[src/rtl/two_queue_priority_service_unit_assert.svh]
// ----------------------------------------------------------------------------
// assertion macros for the two-queue priority service unit
// shared clocking and reset for implication checks
// ----------------------------------------------------------------------------
`ifndef TWO_QUEUE_PRIORITY_SERVICE_UNIT_ASSERT_SVH
`define TWO_QUEUE_PRIORITY_SERVICE_UNIT_ASSERT_SVH

// same-cycle implication, off during reset
`define TQPS_ASSERT_IMPL(lbl, ante, cons) \
  lbl: assert property (@(posedge clk) disable iff (!rst_n) (ante) |-> (cons)) \
    else $error("same-cycle check failed");

// next-cycle implication, off during reset
`define TQPS_ASSERT_NEXT(lbl, ante, cons) \
  lbl: assert property (@(posedge clk) disable iff (!rst_n) (ante) |=> (cons)) \
    else $error("next-cycle check failed");

`endif

[src/rtl/tqps_pkg.sv]
// ----------------------------------------------------------------------------
// tqps_pkg
// types, widths and codes shared by the priority service unit
// ----------------------------------------------------------------------------
package tqps_pkg;

  localparam int QUEUE_DEPTH = 16;
  localparam int QI_W        = (QUEUE_DEPTH > 1) ? $clog2(QUEUE_DEPTH) : 1;
  localparam int QC_W        = $clog2(QUEUE_DEPTH + 1);
  localparam int LIMIT_W     = 5;
  localparam int LIM_CMP_W   = (QC_W > LIMIT_W) ? QC_W : LIMIT_W;

  localparam int ID_W       = 16;
  localparam int TIME_W     = 32;
  localparam int CNT_W      = 32;
  localparam int TOT_W      = 48;
  localparam int KIND_W     = 2;
  localparam int STATUS_W   = 3;
  localparam int IN_DATA_W  = ID_W + TIME_W;
  localparam int OUT_DATA_W = ID_W + TIME_W + 7 * CNT_W + 2 * TOT_W;

  localparam logic [CNT_W-1:0]   CNT_MAX     = '1;
  localparam logic [TOT_W-1:0]   TOT_MAX     = '1;
  localparam logic [LIMIT_W-1:0] LIMIT_RESET = LIMIT_W'(16);

  // config port
  localparam int   CFG_ADDR_W      = 3;
  localparam int   CFG_DATA_W      = 32;
  localparam logic REG_QUEUE_LIMIT = 1'b0;

  typedef enum logic [KIND_W-1:0] {
    REQ_TICK   = 2'd0,
    REQ_HIGH   = 2'd1,
    REQ_LOW    = 2'd2,
    REQ_UNUSED = 2'd3
  } req_type_t;

  typedef enum logic [STATUS_W-1:0] {
    ST_ACCEPTED    = 3'd0,
    ST_REFUSED     = 3'd1,
    ST_IDLE        = 3'd2,
    ST_SERVED_HIGH = 3'd3,
    ST_SERVED_LOW  = 3'd4
  } status_t;

  // classified operation handed from front to back
  typedef enum logic [3:0] {
    OP_SERVE    = 4'b0001,
    OP_ENQ_HIGH = 4'b0010,
    OP_ENQ_LOW  = 4'b0100,
    OP_NOP      = 4'b1000
  } op_t;

  typedef struct packed {
    logic [ID_W-1:0]   id;
    logic [TIME_W-1:0] stamp;
  } entry_t;

  typedef struct packed {
    op_t    op;
    entry_t entry;
  } cmd_t;

  typedef struct packed {
    logic empty;
    logic full;
  } qstat_t;

  function automatic logic [CNT_W-1:0] sat_inc(input logic [CNT_W-1:0] v);
    sat_inc = (v == CNT_MAX) ? v : v + 1'b1;
  endfunction

endpackage

[src/rtl/tqps_front.sv]
// ----------------------------------------------------------------------------
// tqps_front
// input register stage, decodes the request kind into an operation
// ----------------------------------------------------------------------------
module tqps_front
  import tqps_pkg::*;
(
  input  logic              clk,
  input  logic              rst_n,
  input  logic              in_valid,
  output logic              in_ready,
  input  logic [KIND_W-1:0] in_kind,
  input  entry_t            in_entry,
  output logic              cmd_valid,
  input  logic              cmd_ready,
  output cmd_t              cmd
);

  logic vld_r;
  cmd_t cmd_r;
  op_t  op_dec;

  always_comb begin
    case (in_kind)
      REQ_TICK: op_dec = OP_SERVE;
      REQ_HIGH: op_dec = OP_ENQ_HIGH;
      REQ_LOW:  op_dec = OP_ENQ_LOW;
      default:  op_dec = OP_NOP;
    endcase
  end

  assign in_ready  = !vld_r || cmd_ready;
  assign cmd_valid = vld_r;
  assign cmd       = cmd_r;

  always_ff @(posedge clk) begin
    if (!rst_n) begin
      vld_r <= 1'b0;
    end else if (in_valid && in_ready) begin
      vld_r <= 1'b1;
    end else if (cmd_ready) begin
      vld_r <= 1'b0;
    end
  end

  always_ff @(posedge clk) begin
    if (in_valid && in_ready) begin
      cmd_r <= '{op: op_dec, entry: in_entry};
    end
  end

endmodule

[src/rtl/tqps_cmd_fifo.sv]
// ----------------------------------------------------------------------------
// tqps_cmd_fifo
// two-entry queue between the front and the back
// ----------------------------------------------------------------------------
module tqps_cmd_fifo
  import tqps_pkg::*;
(
  input  logic clk,
  input  logic rst_n,
  input  logic wr_valid,
  output logic wr_ready,
  input  cmd_t wr_data,
  output logic rd_valid,
  input  logic rd_ready,
  output cmd_t rd_data
);

  `include "two_queue_priority_service_unit_assert.svh"

  cmd_t       mem_r [2];
  logic       wp_r;
  logic       rp_r;
  logic [1:0] cnt_r;
  logic       wr_en;
  logic       rd_en;

  assign wr_ready = (cnt_r != 2'd2);
  assign rd_valid = (cnt_r != 2'd0);
  assign rd_data  = mem_r[rp_r];
  assign wr_en    = wr_valid && wr_ready;
  assign rd_en    = rd_valid && rd_ready;

  always_ff @(posedge clk) begin
    if (!rst_n) begin
      wp_r  <= 1'b0;
      rp_r  <= 1'b0;
      cnt_r <= 2'd0;
    end else begin
      if (wr_en) begin
        wp_r <= !wp_r;
      end
      if (rd_en) begin
        rp_r <= !rp_r;
      end
      case ({wr_en, rd_en})
        2'b10:   cnt_r <= cnt_r + 2'd1;
        2'b01:   cnt_r <= cnt_r - 2'd1;
        default: cnt_r <= cnt_r;
      endcase
    end
  end

  always_ff @(posedge clk) begin
    if (wr_en) begin
      mem_r[wp_r] <= wr_data;
    end
  end

  `TQPS_ASSERT_NEXT(a_fifo_fill, wr_en && !rd_en, cnt_r == $past(cnt_r) + 2'd1)

endmodule

[src/rtl/tqps_queue.sv]
// ----------------------------------------------------------------------------
// tqps_queue
// bounded circular queue of entries with a programmable admission limit
// ----------------------------------------------------------------------------
module tqps_queue
  import tqps_pkg::*;
(
  input  logic               clk,
  input  logic               rst_n,
  input  logic               push,
  input  logic               pop,
  input  entry_t             push_entry,
  input  logic [LIMIT_W-1:0] limit,
  output entry_t             head_entry,
  output qstat_t             stat
);

  `include "two_queue_priority_service_unit_assert.svh"

  localparam logic [QI_W:0]        DEPTH_EXT = (QI_W + 1)'(QUEUE_DEPTH);
  localparam logic [QI_W-1:0]      LAST_IDX  = QI_W'(QUEUE_DEPTH - 1);
  localparam logic [LIM_CMP_W-1:0] DEPTH_LIM = LIM_CMP_W'(QUEUE_DEPTH);
  localparam logic [QC_W-1:0]      DEPTH_CNT = QC_W'(QUEUE_DEPTH);

  entry_t               mem_r [QUEUE_DEPTH];
  logic [QI_W-1:0]      head_r;
  logic [QC_W-1:0]      cnt_r;
  logic [QI_W:0]        tail_sum;
  logic [QI_W-1:0]      tail_idx;
  logic [LIM_CMP_W-1:0] lim_ext;
  logic [LIM_CMP_W-1:0] lim_eff;

  // tail = (head + count) mod depth
  assign tail_sum = {1'b0, head_r} + (QI_W + 1)'(cnt_r);
  assign tail_idx = (tail_sum >= DEPTH_EXT) ? QI_W'(tail_sum - DEPTH_EXT) : QI_W'(tail_sum);

  // limit above depth acts as depth
  assign lim_ext = LIM_CMP_W'(limit);
  assign lim_eff = (lim_ext > DEPTH_LIM) ? DEPTH_LIM : lim_ext;

  assign stat.empty = (cnt_r == '0);
  assign stat.full  = (LIM_CMP_W'(cnt_r) >= lim_eff);
  assign head_entry = mem_r[head_r];

  always_ff @(posedge clk) begin
    if (!rst_n) begin
      head_r <= '0;
      cnt_r  <= '0;
    end else if (push) begin
      cnt_r <= cnt_r + 1'b1;
    end else if (pop) begin
      cnt_r  <= cnt_r - 1'b1;
      head_r <= (head_r == LAST_IDX) ? '0 : head_r + 1'b1;
    end
  end

  always_ff @(posedge clk) begin
    if (push) begin
      mem_r[tail_idx] <= push_entry;
    end
  end

  `TQPS_ASSERT_IMPL(a_q_bound, 1'b1, cnt_r <= DEPTH_CNT)
  `TQPS_ASSERT_IMPL(a_q_push_room, push, !stat.full && !pop)
  `TQPS_ASSERT_IMPL(a_q_pop_data, pop, !stat.empty)

endmodule

[src/rtl/tqps_back.sv]
// ----------------------------------------------------------------------------
// tqps_back
// scheduler core: admission, strict-priority service, statistics, result register
// ----------------------------------------------------------------------------
module tqps_back
  import tqps_pkg::*;
(
  input  logic                  clk,
  input  logic                  rst_n,
  input  logic                  cmd_valid,
  output logic                  cmd_ready,
  input  cmd_t                  cmd,
  input  logic [LIMIT_W-1:0]    limit,
  output logic                  res_valid,
  input  logic                  res_ready,
  output logic [STATUS_W-1:0]   res_status,
  output logic [OUT_DATA_W-1:0] res_data
);

  logic go;
  qstat_t hstat;
  qstat_t lstat;
  entry_t hhead;
  entry_t lhead;
  logic h_push, h_pop, l_push, l_pop;

  entry_t            sel_entry;
  logic [TIME_W-1:0] wait_calc;
  logic [TOT_W-1:0]  sel_tot;
  logic [TOT_W:0]    tot_sum;
  logic [TOT_W-1:0]  tot_sat;

  logic                oval_r;
  status_t             status_r, status_nxt;
  logic [ID_W-1:0]     sid_r, sid_nxt;
  logic [TIME_W-1:0]   wait_r, wait_nxt;
  logic [CNT_W-1:0]    hreq_r, hreq_nxt, lreq_r, lreq_nxt;
  logic [CNT_W-1:0]    href_r, href_nxt, lref_r, lref_nxt;
  logic [CNT_W-1:0]    hsrv_r, hsrv_nxt, lsrv_r, lsrv_nxt;
  logic [CNT_W-1:0]    idle_r, idle_nxt;
  logic [TOT_W-1:0]    hwt_r, hwt_nxt, lwt_r, lwt_nxt;

  assign cmd_ready = !oval_r || res_ready;
  assign go        = cmd_valid && cmd_ready;

  assign h_push = go && (cmd.op == OP_ENQ_HIGH) && !hstat.full;
  assign l_push = go && (cmd.op == OP_ENQ_LOW) && !lstat.full;
  assign h_pop  = go && (cmd.op == OP_SERVE) && !hstat.empty;
  assign l_pop  = go && (cmd.op == OP_SERVE) && hstat.empty && !lstat.empty;

  tqps_queue u_hq (
    .clk        (clk),
    .rst_n      (rst_n),
    .push       (h_push),
    .pop        (h_pop),
    .push_entry (cmd.entry),
    .limit      (limit),
    .head_entry (hhead),
    .stat       (hstat)
  );

  tqps_queue u_lq (
    .clk        (clk),
    .rst_n      (rst_n),
    .push       (l_push),
    .pop        (l_pop),
    .push_entry (cmd.entry),
    .limit      (limit),
    .head_entry (lhead),
    .stat       (lstat)
  );

  // wait and saturating total for whichever queue is served
  assign sel_entry = hstat.empty ? lhead : hhead;
  assign wait_calc = cmd.entry.stamp - sel_entry.stamp;
  assign sel_tot   = hstat.empty ? lwt_r : hwt_r;
  assign tot_sum   = {1'b0, sel_tot} + (TOT_W + 1)'(wait_calc);
  assign tot_sat   = tot_sum[TOT_W] ? TOT_MAX : tot_sum[TOT_W-1:0];

  always_comb begin
    status_nxt = ST_REFUSED;
    sid_nxt    = '0;
    wait_nxt   = '0;
    hreq_nxt   = hreq_r;
    lreq_nxt   = lreq_r;
    href_nxt   = href_r;
    lref_nxt   = lref_r;
    hsrv_nxt   = hsrv_r;
    lsrv_nxt   = lsrv_r;
    idle_nxt   = idle_r;
    hwt_nxt    = hwt_r;
    lwt_nxt    = lwt_r;
    case (cmd.op)
      OP_ENQ_HIGH: begin
        hreq_nxt = sat_inc(hreq_r);
        if (hstat.full) begin
          href_nxt = sat_inc(href_r);
        end else begin
          status_nxt = ST_ACCEPTED;
        end
      end
      OP_ENQ_LOW: begin
        lreq_nxt = sat_inc(lreq_r);
        if (lstat.full) begin
          lref_nxt = sat_inc(lref_r);
        end else begin
          status_nxt = ST_ACCEPTED;
        end
      end
      OP_SERVE: begin
        if (!hstat.empty) begin
          status_nxt = ST_SERVED_HIGH;
          sid_nxt    = sel_entry.id;
          wait_nxt   = wait_calc;
          hsrv_nxt   = sat_inc(hsrv_r);
          hwt_nxt    = tot_sat;
        end else if (!lstat.empty) begin
          status_nxt = ST_SERVED_LOW;
          sid_nxt    = sel_entry.id;
          wait_nxt   = wait_calc;
          lsrv_nxt   = sat_inc(lsrv_r);
          lwt_nxt    = tot_sat;
        end else begin
          status_nxt = ST_IDLE;
          idle_nxt   = sat_inc(idle_r);
        end
      end
      default: begin
        status_nxt = ST_REFUSED;
      end
    endcase
  end

  always_ff @(posedge clk) begin
    if (!rst_n) begin
      oval_r <= 1'b0;
      hreq_r <= '0;
      lreq_r <= '0;
      href_r <= '0;
      lref_r <= '0;
      hsrv_r <= '0;
      lsrv_r <= '0;
      idle_r <= '0;
      hwt_r  <= '0;
      lwt_r  <= '0;
    end else begin
      if (go) begin
        oval_r <= 1'b1;
        hreq_r <= hreq_nxt;
        lreq_r <= lreq_nxt;
        href_r <= href_nxt;
        lref_r <= lref_nxt;
        hsrv_r <= hsrv_nxt;
        lsrv_r <= lsrv_nxt;
        idle_r <= idle_nxt;
        hwt_r  <= hwt_nxt;
        lwt_r  <= lwt_nxt;
      end else if (res_ready) begin
        oval_r <= 1'b0;
      end
    end
  end

  always_ff @(posedge clk) begin
    if (go) begin
      status_r <= status_nxt;
      sid_r    <= sid_nxt;
      wait_r   <= wait_nxt;
    end
  end

  // statistics only move when a new result loads, so they match the held result
  assign res_valid  = oval_r;
  assign res_status = status_r;
  assign res_data   = {idle_r, lwt_r, hwt_r, lsrv_r, hsrv_r, lref_r, href_r,
                       lreq_r, hreq_r, wait_r, sid_r};

endmodule

[src/rtl/two_queue_priority_service_unit.sv]
// ----------------------------------------------------------------------------
// two_queue_priority_service_unit
// two-queue strict-priority scheduler with saturating statistics
// ----------------------------------------------------------------------------
// Every request (tick, high-priority enqueue, low-priority enqueue) gives
// exactly one result. The block sustains one request per clock while
// out_tready is high; each request passes through the input register, the
// two-entry command queue and the scheduler result register before its
// result is valid. The rate is set by the scheduler core, which does
// admission or one dequeue plus all counter updates each time it takes a
// request; the command queue lets the input side keep taking requests
// while a result waits on the output. Queue storage needs no clearing
// after reset, so the block is ready as soon as rst_n rises.
// queue_limit (5 bits, reset 16) lies at byte address 0 and may only be
// written while the block is idle.
// ----------------------------------------------------------------------------
module two_queue_priority_service_unit
  import tqps_pkg::*;
(
  input  logic                  clk,
  input  logic                  rst_n,
  // request stream
  input  logic                  in_tvalid,
  output logic                  in_tready,
  input  logic [IN_DATA_W-1:0]  in_tdata,   // entry_id [15:0], time_now [47:16]
  input  logic [KIND_W-1:0]     in_tuser,   // req_type [1:0]
  // result stream
  output logic                  out_tvalid,
  input  logic                  out_tready,
  // served_id [15:0], wait_time [47:16], high_requests [79:48],
  // low_requests [111:80], high_refused [143:112], low_refused [175:144],
  // high_served [207:176], low_served [239:208], high_wait_total [287:240],
  // low_wait_total [335:288], idle_ticks [367:336]
  output logic [OUT_DATA_W-1:0] out_tdata,
  output logic [STATUS_W-1:0]   out_tuser,  // status [2:0]
  // config port
  input  logic                  psel,
  input  logic                  penable,
  input  logic                  pwrite,
  input  logic [CFG_ADDR_W-1:0] paddr,
  input  logic [CFG_DATA_W-1:0] pwdata,
  output logic [CFG_DATA_W-1:0] prdata,
  output logic                  pready
);

  logic [LIMIT_W-1:0] limit_r;
  logic               reg_sel;
  entry_t             in_entry;

  logic front_valid, front_ready;
  cmd_t front_cmd;
  logic back_valid, back_ready;
  cmd_t back_cmd;

  // config register: single word, decoded on the word index
  assign pready  = 1'b1;
  assign reg_sel = (paddr[2] == REG_QUEUE_LIMIT);
  assign prdata  = reg_sel ? CFG_DATA_W'(limit_r) : '0;

  always_ff @(posedge clk) begin
    if (!rst_n) begin
      limit_r <= LIMIT_RESET;
    end else if (psel && penable && pwrite && pready && reg_sel) begin
      limit_r <= pwdata[LIMIT_W-1:0];
    end
  end

  // unpack request payload
  assign in_entry = '{id: in_tdata[ID_W-1:0], stamp: in_tdata[IN_DATA_W-1:ID_W]};

  // front: register and classify the request
  tqps_front u_front (
    .clk       (clk),
    .rst_n     (rst_n),
    .in_valid  (in_tvalid),
    .in_ready  (in_tready),
    .in_kind   (in_tuser),
    .in_entry  (in_entry),
    .cmd_valid (front_valid),
    .cmd_ready (front_ready),
    .cmd       (front_cmd)
  );

  // short queue so front and back stall independently
  tqps_cmd_fifo u_cmd_fifo (
    .clk      (clk),
    .rst_n    (rst_n),
    .wr_valid (front_valid),
    .wr_ready (front_ready),
    .wr_data  (front_cmd),
    .rd_valid (back_valid),
    .rd_ready (back_ready),
    .rd_data  (back_cmd)
  );

  // back: queues, service decision, statistics, result register
  tqps_back u_back (
    .clk        (clk),
    .rst_n      (rst_n),
    .cmd_valid  (back_valid),
    .cmd_ready  (back_ready),
    .cmd        (back_cmd),
    .limit      (limit_r),
    .res_valid  (out_tvalid),
    .res_ready  (out_tready),
    .res_status (out_tuser),
    .res_data   (out_tdata)
  );

endmodule
[config.mk]
export PLATFORM = sky130hd
export DESIGN_NAME = two_queue_priority_service_unit
export DESIGN_NICKNAME = d
export VERILOG_FILES = /design/src/rtl/tqps_pkg.sv /design/src/rtl/tqps_front.sv /design/src/rtl/tqps_cmd_fifo.sv /design/src/rtl/tqps_queue.sv /design/src/rtl/tqps_back.sv /design/src/rtl/two_queue_priority_service_unit.sv
export VERILOG_INCLUDE_DIRS = /design/src /design/src/rtl
export SDC_FILE = /design/constraint.sdc
export NUM_CORES = 2
export LEC_CHECK = 0
export BUFFER_PORTS_ARGS = -buffer_cell sky130_fd_sc_hd__buf_4
export CORE_MARGIN = 1.5
export CORE_UTILIZATION = 65
export CTS_CLUSTER_SIZE = 16
export DETAILED_ROUTE_END_ITERATION = 7
export PLACE_DENSITY_LB_ADDON = 0.15
export SETUP_SLACK_MARGIN = 0.1
export SYNTH_ARGS = -nofsm -noshare
export SYNTH_HDL_FRONTEND = slang
export SYNTH_HIERARCHICAL = 1
export SYNTH_SLANG_ARGS = --single-unit
[constraint.sdc]
create_clock -name clk -period 17.6 [get_ports clk]
set_input_delay 3.52 -clock clk [delete_from_list [all_inputs] [get_ports clk]]
set_output_delay 3.52 -clock clk [all_outputs]
set_load 0.03 [all_outputs]
==> flow_metrics.env <==
export IMPL_status="finished clean"
export IMPL_clk_path_buf_depth=3
export IMPL_max_freq_mhz=95.4
export IMPL_drt_first_pass_iters=8
export IMPL_drt_iter0_drc=6131
export IMPL_syn_area_per_cell_um2=16.6
export IMPL_fp_row_count=132
export IMPL_drv_slew=0
export IMPL_path_class="reg -> reg"
export IMPL_netlist_instances=5114
export IMPL_root_buffer="clkbuf_16"
export IMPL_coreArea_um2=130000
export IMPL_ys_warn_count=6
export IMPL_worstSetupEndpointType="register"
export IMPL_antenna_left=0
export IMPL_antenna_found_initial=2
export IMPL_ys_ff_latch=2101
export IMPL_setup_tns_ns=0
export IMPL_via_count=49600
export IMPL_drcViolationCount=0
export IMPL_gr_total_overflow=0
export IMPL_syn_to_final_growth_pct=13.6
export IMPL_htreeDepth=4
export IMPL_die_height_um=365
export IMPL_hp_class="reg -> reg"
export IMPL_grt_pass1_vias=48500
export IMPL_cts_tree="yes"
export IMPL_synth_distinct_cells=100
export IMPL_wl_per_cell_um=29.3
export IMPL_fp_dieW_um=365
export IMPL_start_util=0.656
export IMPL_hold_viol=0
export IMPL_max_slew_margin=0.163
export IMPL_maxCapViolCount=0
export IMPL_tightest_slew_ns=1.25
export IMPL_rsz0062_at_grt="no"
export IMPL_finalNetCount=5789
export IMPL_io_pins=498
export IMPL_finalSetupViolations=0
export IMPL_grtUsageTotal=0.331
export IMPL_path_max_fanout=94
export IMPL_numCtsBuffers=200
export IMPL_finalCritPeriodShare=0.596
export IMPL_yosysSeqAreaShare=0.700
export IMPL_clock_sinks=2101
export IMPL_wl_mm=220
export IMPL_numPortBuffers=440
export IMPL_ys_flop_type="edfxtp_1"
export IMPL_gp_congestion=0.869
export IMPL_cts_setup_buffers=0
export IMPL_dp_hpwl_mm=119
export IMPL_leakage_uw=0.0327
export IMPL_required_ns=18.33
export IMPL_synth_edf_count=1743
export IMPL_grt_first_pass_wirelength_mm=317
export IMPL_critPathArrivalTime_ns=11.21
export IMPL_period_minus_slack_ns=10.48
export IMPL_dieArea_um2=133000
export IMPL_dp_cells=7139
export IMPL_startpoint_type="register"
export IMPL_path_clk_slew_ns=0.06
export IMPL_vias_per_cell=6.60
export IMPL_async_reset_ff_frac=0
export IMPL_drive_gt1_frac=0.237
export IMPL_power_density_nw_per_um2=121
export IMPL_hold_buffers=0
export IMPL_fin_cells=7512
export IMPL_post_cts_resized=0
export IMPL_peakVddDrop_mv=0.159
export IMPL_fin_skew_ns=0.0315
export IMPL_synth_area_um2=85000
export IMPL_grt_max_degree=140
export IMPL_clkLatencyLatePin_ns=0.83
export IMPL_worstHoldStart="u_front/cmd[34]"
## placed cells by master, fill, tap and decap left out, drive strengths merged, types with 55 or more instances in the layout
cell / synthesis / layout
mux2: 82 / 82
nand2: 283 / 283
mux4: 384 / 384
a211oi: 55 / 55
mux2i: 71 / 71
xor2: 160 / 160
clkinv: 0 / 63
and3: 63 / 63
a21oi: 133 / 133
xnor2: 115 / 115
o21ai: 98 / 98
a22oi: 193 / 193
inv: 54 / 62
ha: 92 / 92
dfxtp: 358 / 358
buf: 128 / 514
edfxtp: 1743 / 1743
clkbuf: 127 / 277
nand3: 110 / 110
nor2: 388 / 388
## per-stage QoR
step                hold slack, ns  worst slack, ns  total power [uW]  cell area, um^2   util
finish                       0.426             7.12             11700            96500  0.744
global route                 0.452             6.28             12000            96500  0.744
CTS                          0.442             7.20             11700            96500  0.744
detailed placement           0.429             7.39              7510            90100  0.695
global placement             0.422             7.44              7470            90100  0.695
floorplan                    0.421             9.61              6990            85100      -
## cells in the mapped netlist (all sizes together), types with 21 or more instances
cell	instances	area, um^2
xor2	160	1400
mux4	384	8650
a211oi	55	425
a22oi	193	1450
buf	128	788
edfxtp	1743	52300
inv	54	203
and3	63	395
nor3	36	185
mux2	82	923
ha	92	1150
a21oi	133	669
mux2i	71	711
nand2b	22	145
nor2	388	1460
nor2b	30	188
and2	42	270
nand4	51	319
nand2	283	1060
o21ai	98	494
nand3	110	556
a21o	22	169
clkbuf	127	587
and4	21	184
xnor2	115	1010
dfxtp	358	7170
or3	41	258
## layout make-up
class / count / area [um^2]
clock inverters: 94 / 922
diodes: 2 / 5.00
fillers: 7562 / 33100
multi-input cells: 2728 / 24300
flip-flops and latches: 2101 / 59500
well taps: 1742 / 2180
clock buffers: 277 / 5510
inverters: 54 / 211
repair buffers: 514 / 3880
## registers in the layout, summed over array words and instances, names as in the netlist, 16 cells and up, named ones only
register and cells:
u_back/hsrv_r 32, u_back/u_hq/mem_r 768, u_back/lreq_r 32, u_back/hwt_r 48
u_cmd_fifo/mem_r 104, u_back/sid_r 16, u_back/hreq_r 32, u_back/wait_r 32
u_back/u_lq/mem_r 768, u_back/href_r 32, u_back/lwt_r 48, u_back/lsrv_r 32
u_back/lref_r 32, u_front/cmd 52, u_back/idle_r 32
## where the power goes
group          total [uW]  switching (uW)  internal [uW]  leakage [uW]
Clock                4250            1830           2420       0.00312
Combinational        1630            1130            494        0.0109
Sequential           5810            52.5           5760        0.0186
Total               11700            3010           8670        0.0327
## critical path: stages (launching register included)
cell	delay (ns)
dfxtp_4	0.73
buf_12	0.64
buf_4	0.88
mux4_2	0.63
a22oi_1	0.21
nand2_1	0.07
mux2i_1	0.48
ha_1	0.35
a211oi_1	0.09
o311ai_2	0.37
a2bb2oi_2	0.17
o21ai_1	0.34
o22ai_1	0.18
o21ai_0	0.61
a21o_1	0.22
a21oi_1	0.11
o21ai_0	0.36
a21o_1	0.20
a21oi_1	0.08
xnor2_1	0.65
ha_1	0.32
nand3_1	0.13
or4b_1	0.53
or3_1	0.41
a211oi_4	0.67
buf_4	0.42
nor2_1	0.12
a211oi_1	0.28
## cell families after synthesis
logic type | count (synthesis) | share of synthesized area
xor+xnor | 277 | 0.0289
flops | 2101 | 0.700
mux | 537 | 0.121
buf+inv | 311 | 0.0188
compound gates | 642 | 0.0518
fa+ha+maj | 101 | 0.0153
other cells | 2 | 0.0000884
simple gates | 1143 | 0.0639
## final timing paths
check | end | slack, ns | cells past startpoint
setup reg to reg | u_back/hwt_r[16] | 7.12 | 27
hold reg to reg | u_cmd_fifo/mem_r[1][34] | 0.43 | 0
hold / removal | u_cmd_fifo/mem_r[1][34] | 0.43 | 0
setup / recovery | u_back/hwt_r[16] | 7.12 | 27
## per-layer routing
metal,track usage,share of wire
met1,0.435,0.36
met2,0.546,0.49
met3,0.0685,0.11
met4,0.131,0.041
met5,0,0
No activity file was read; power rests on OpenSTA's default activity.
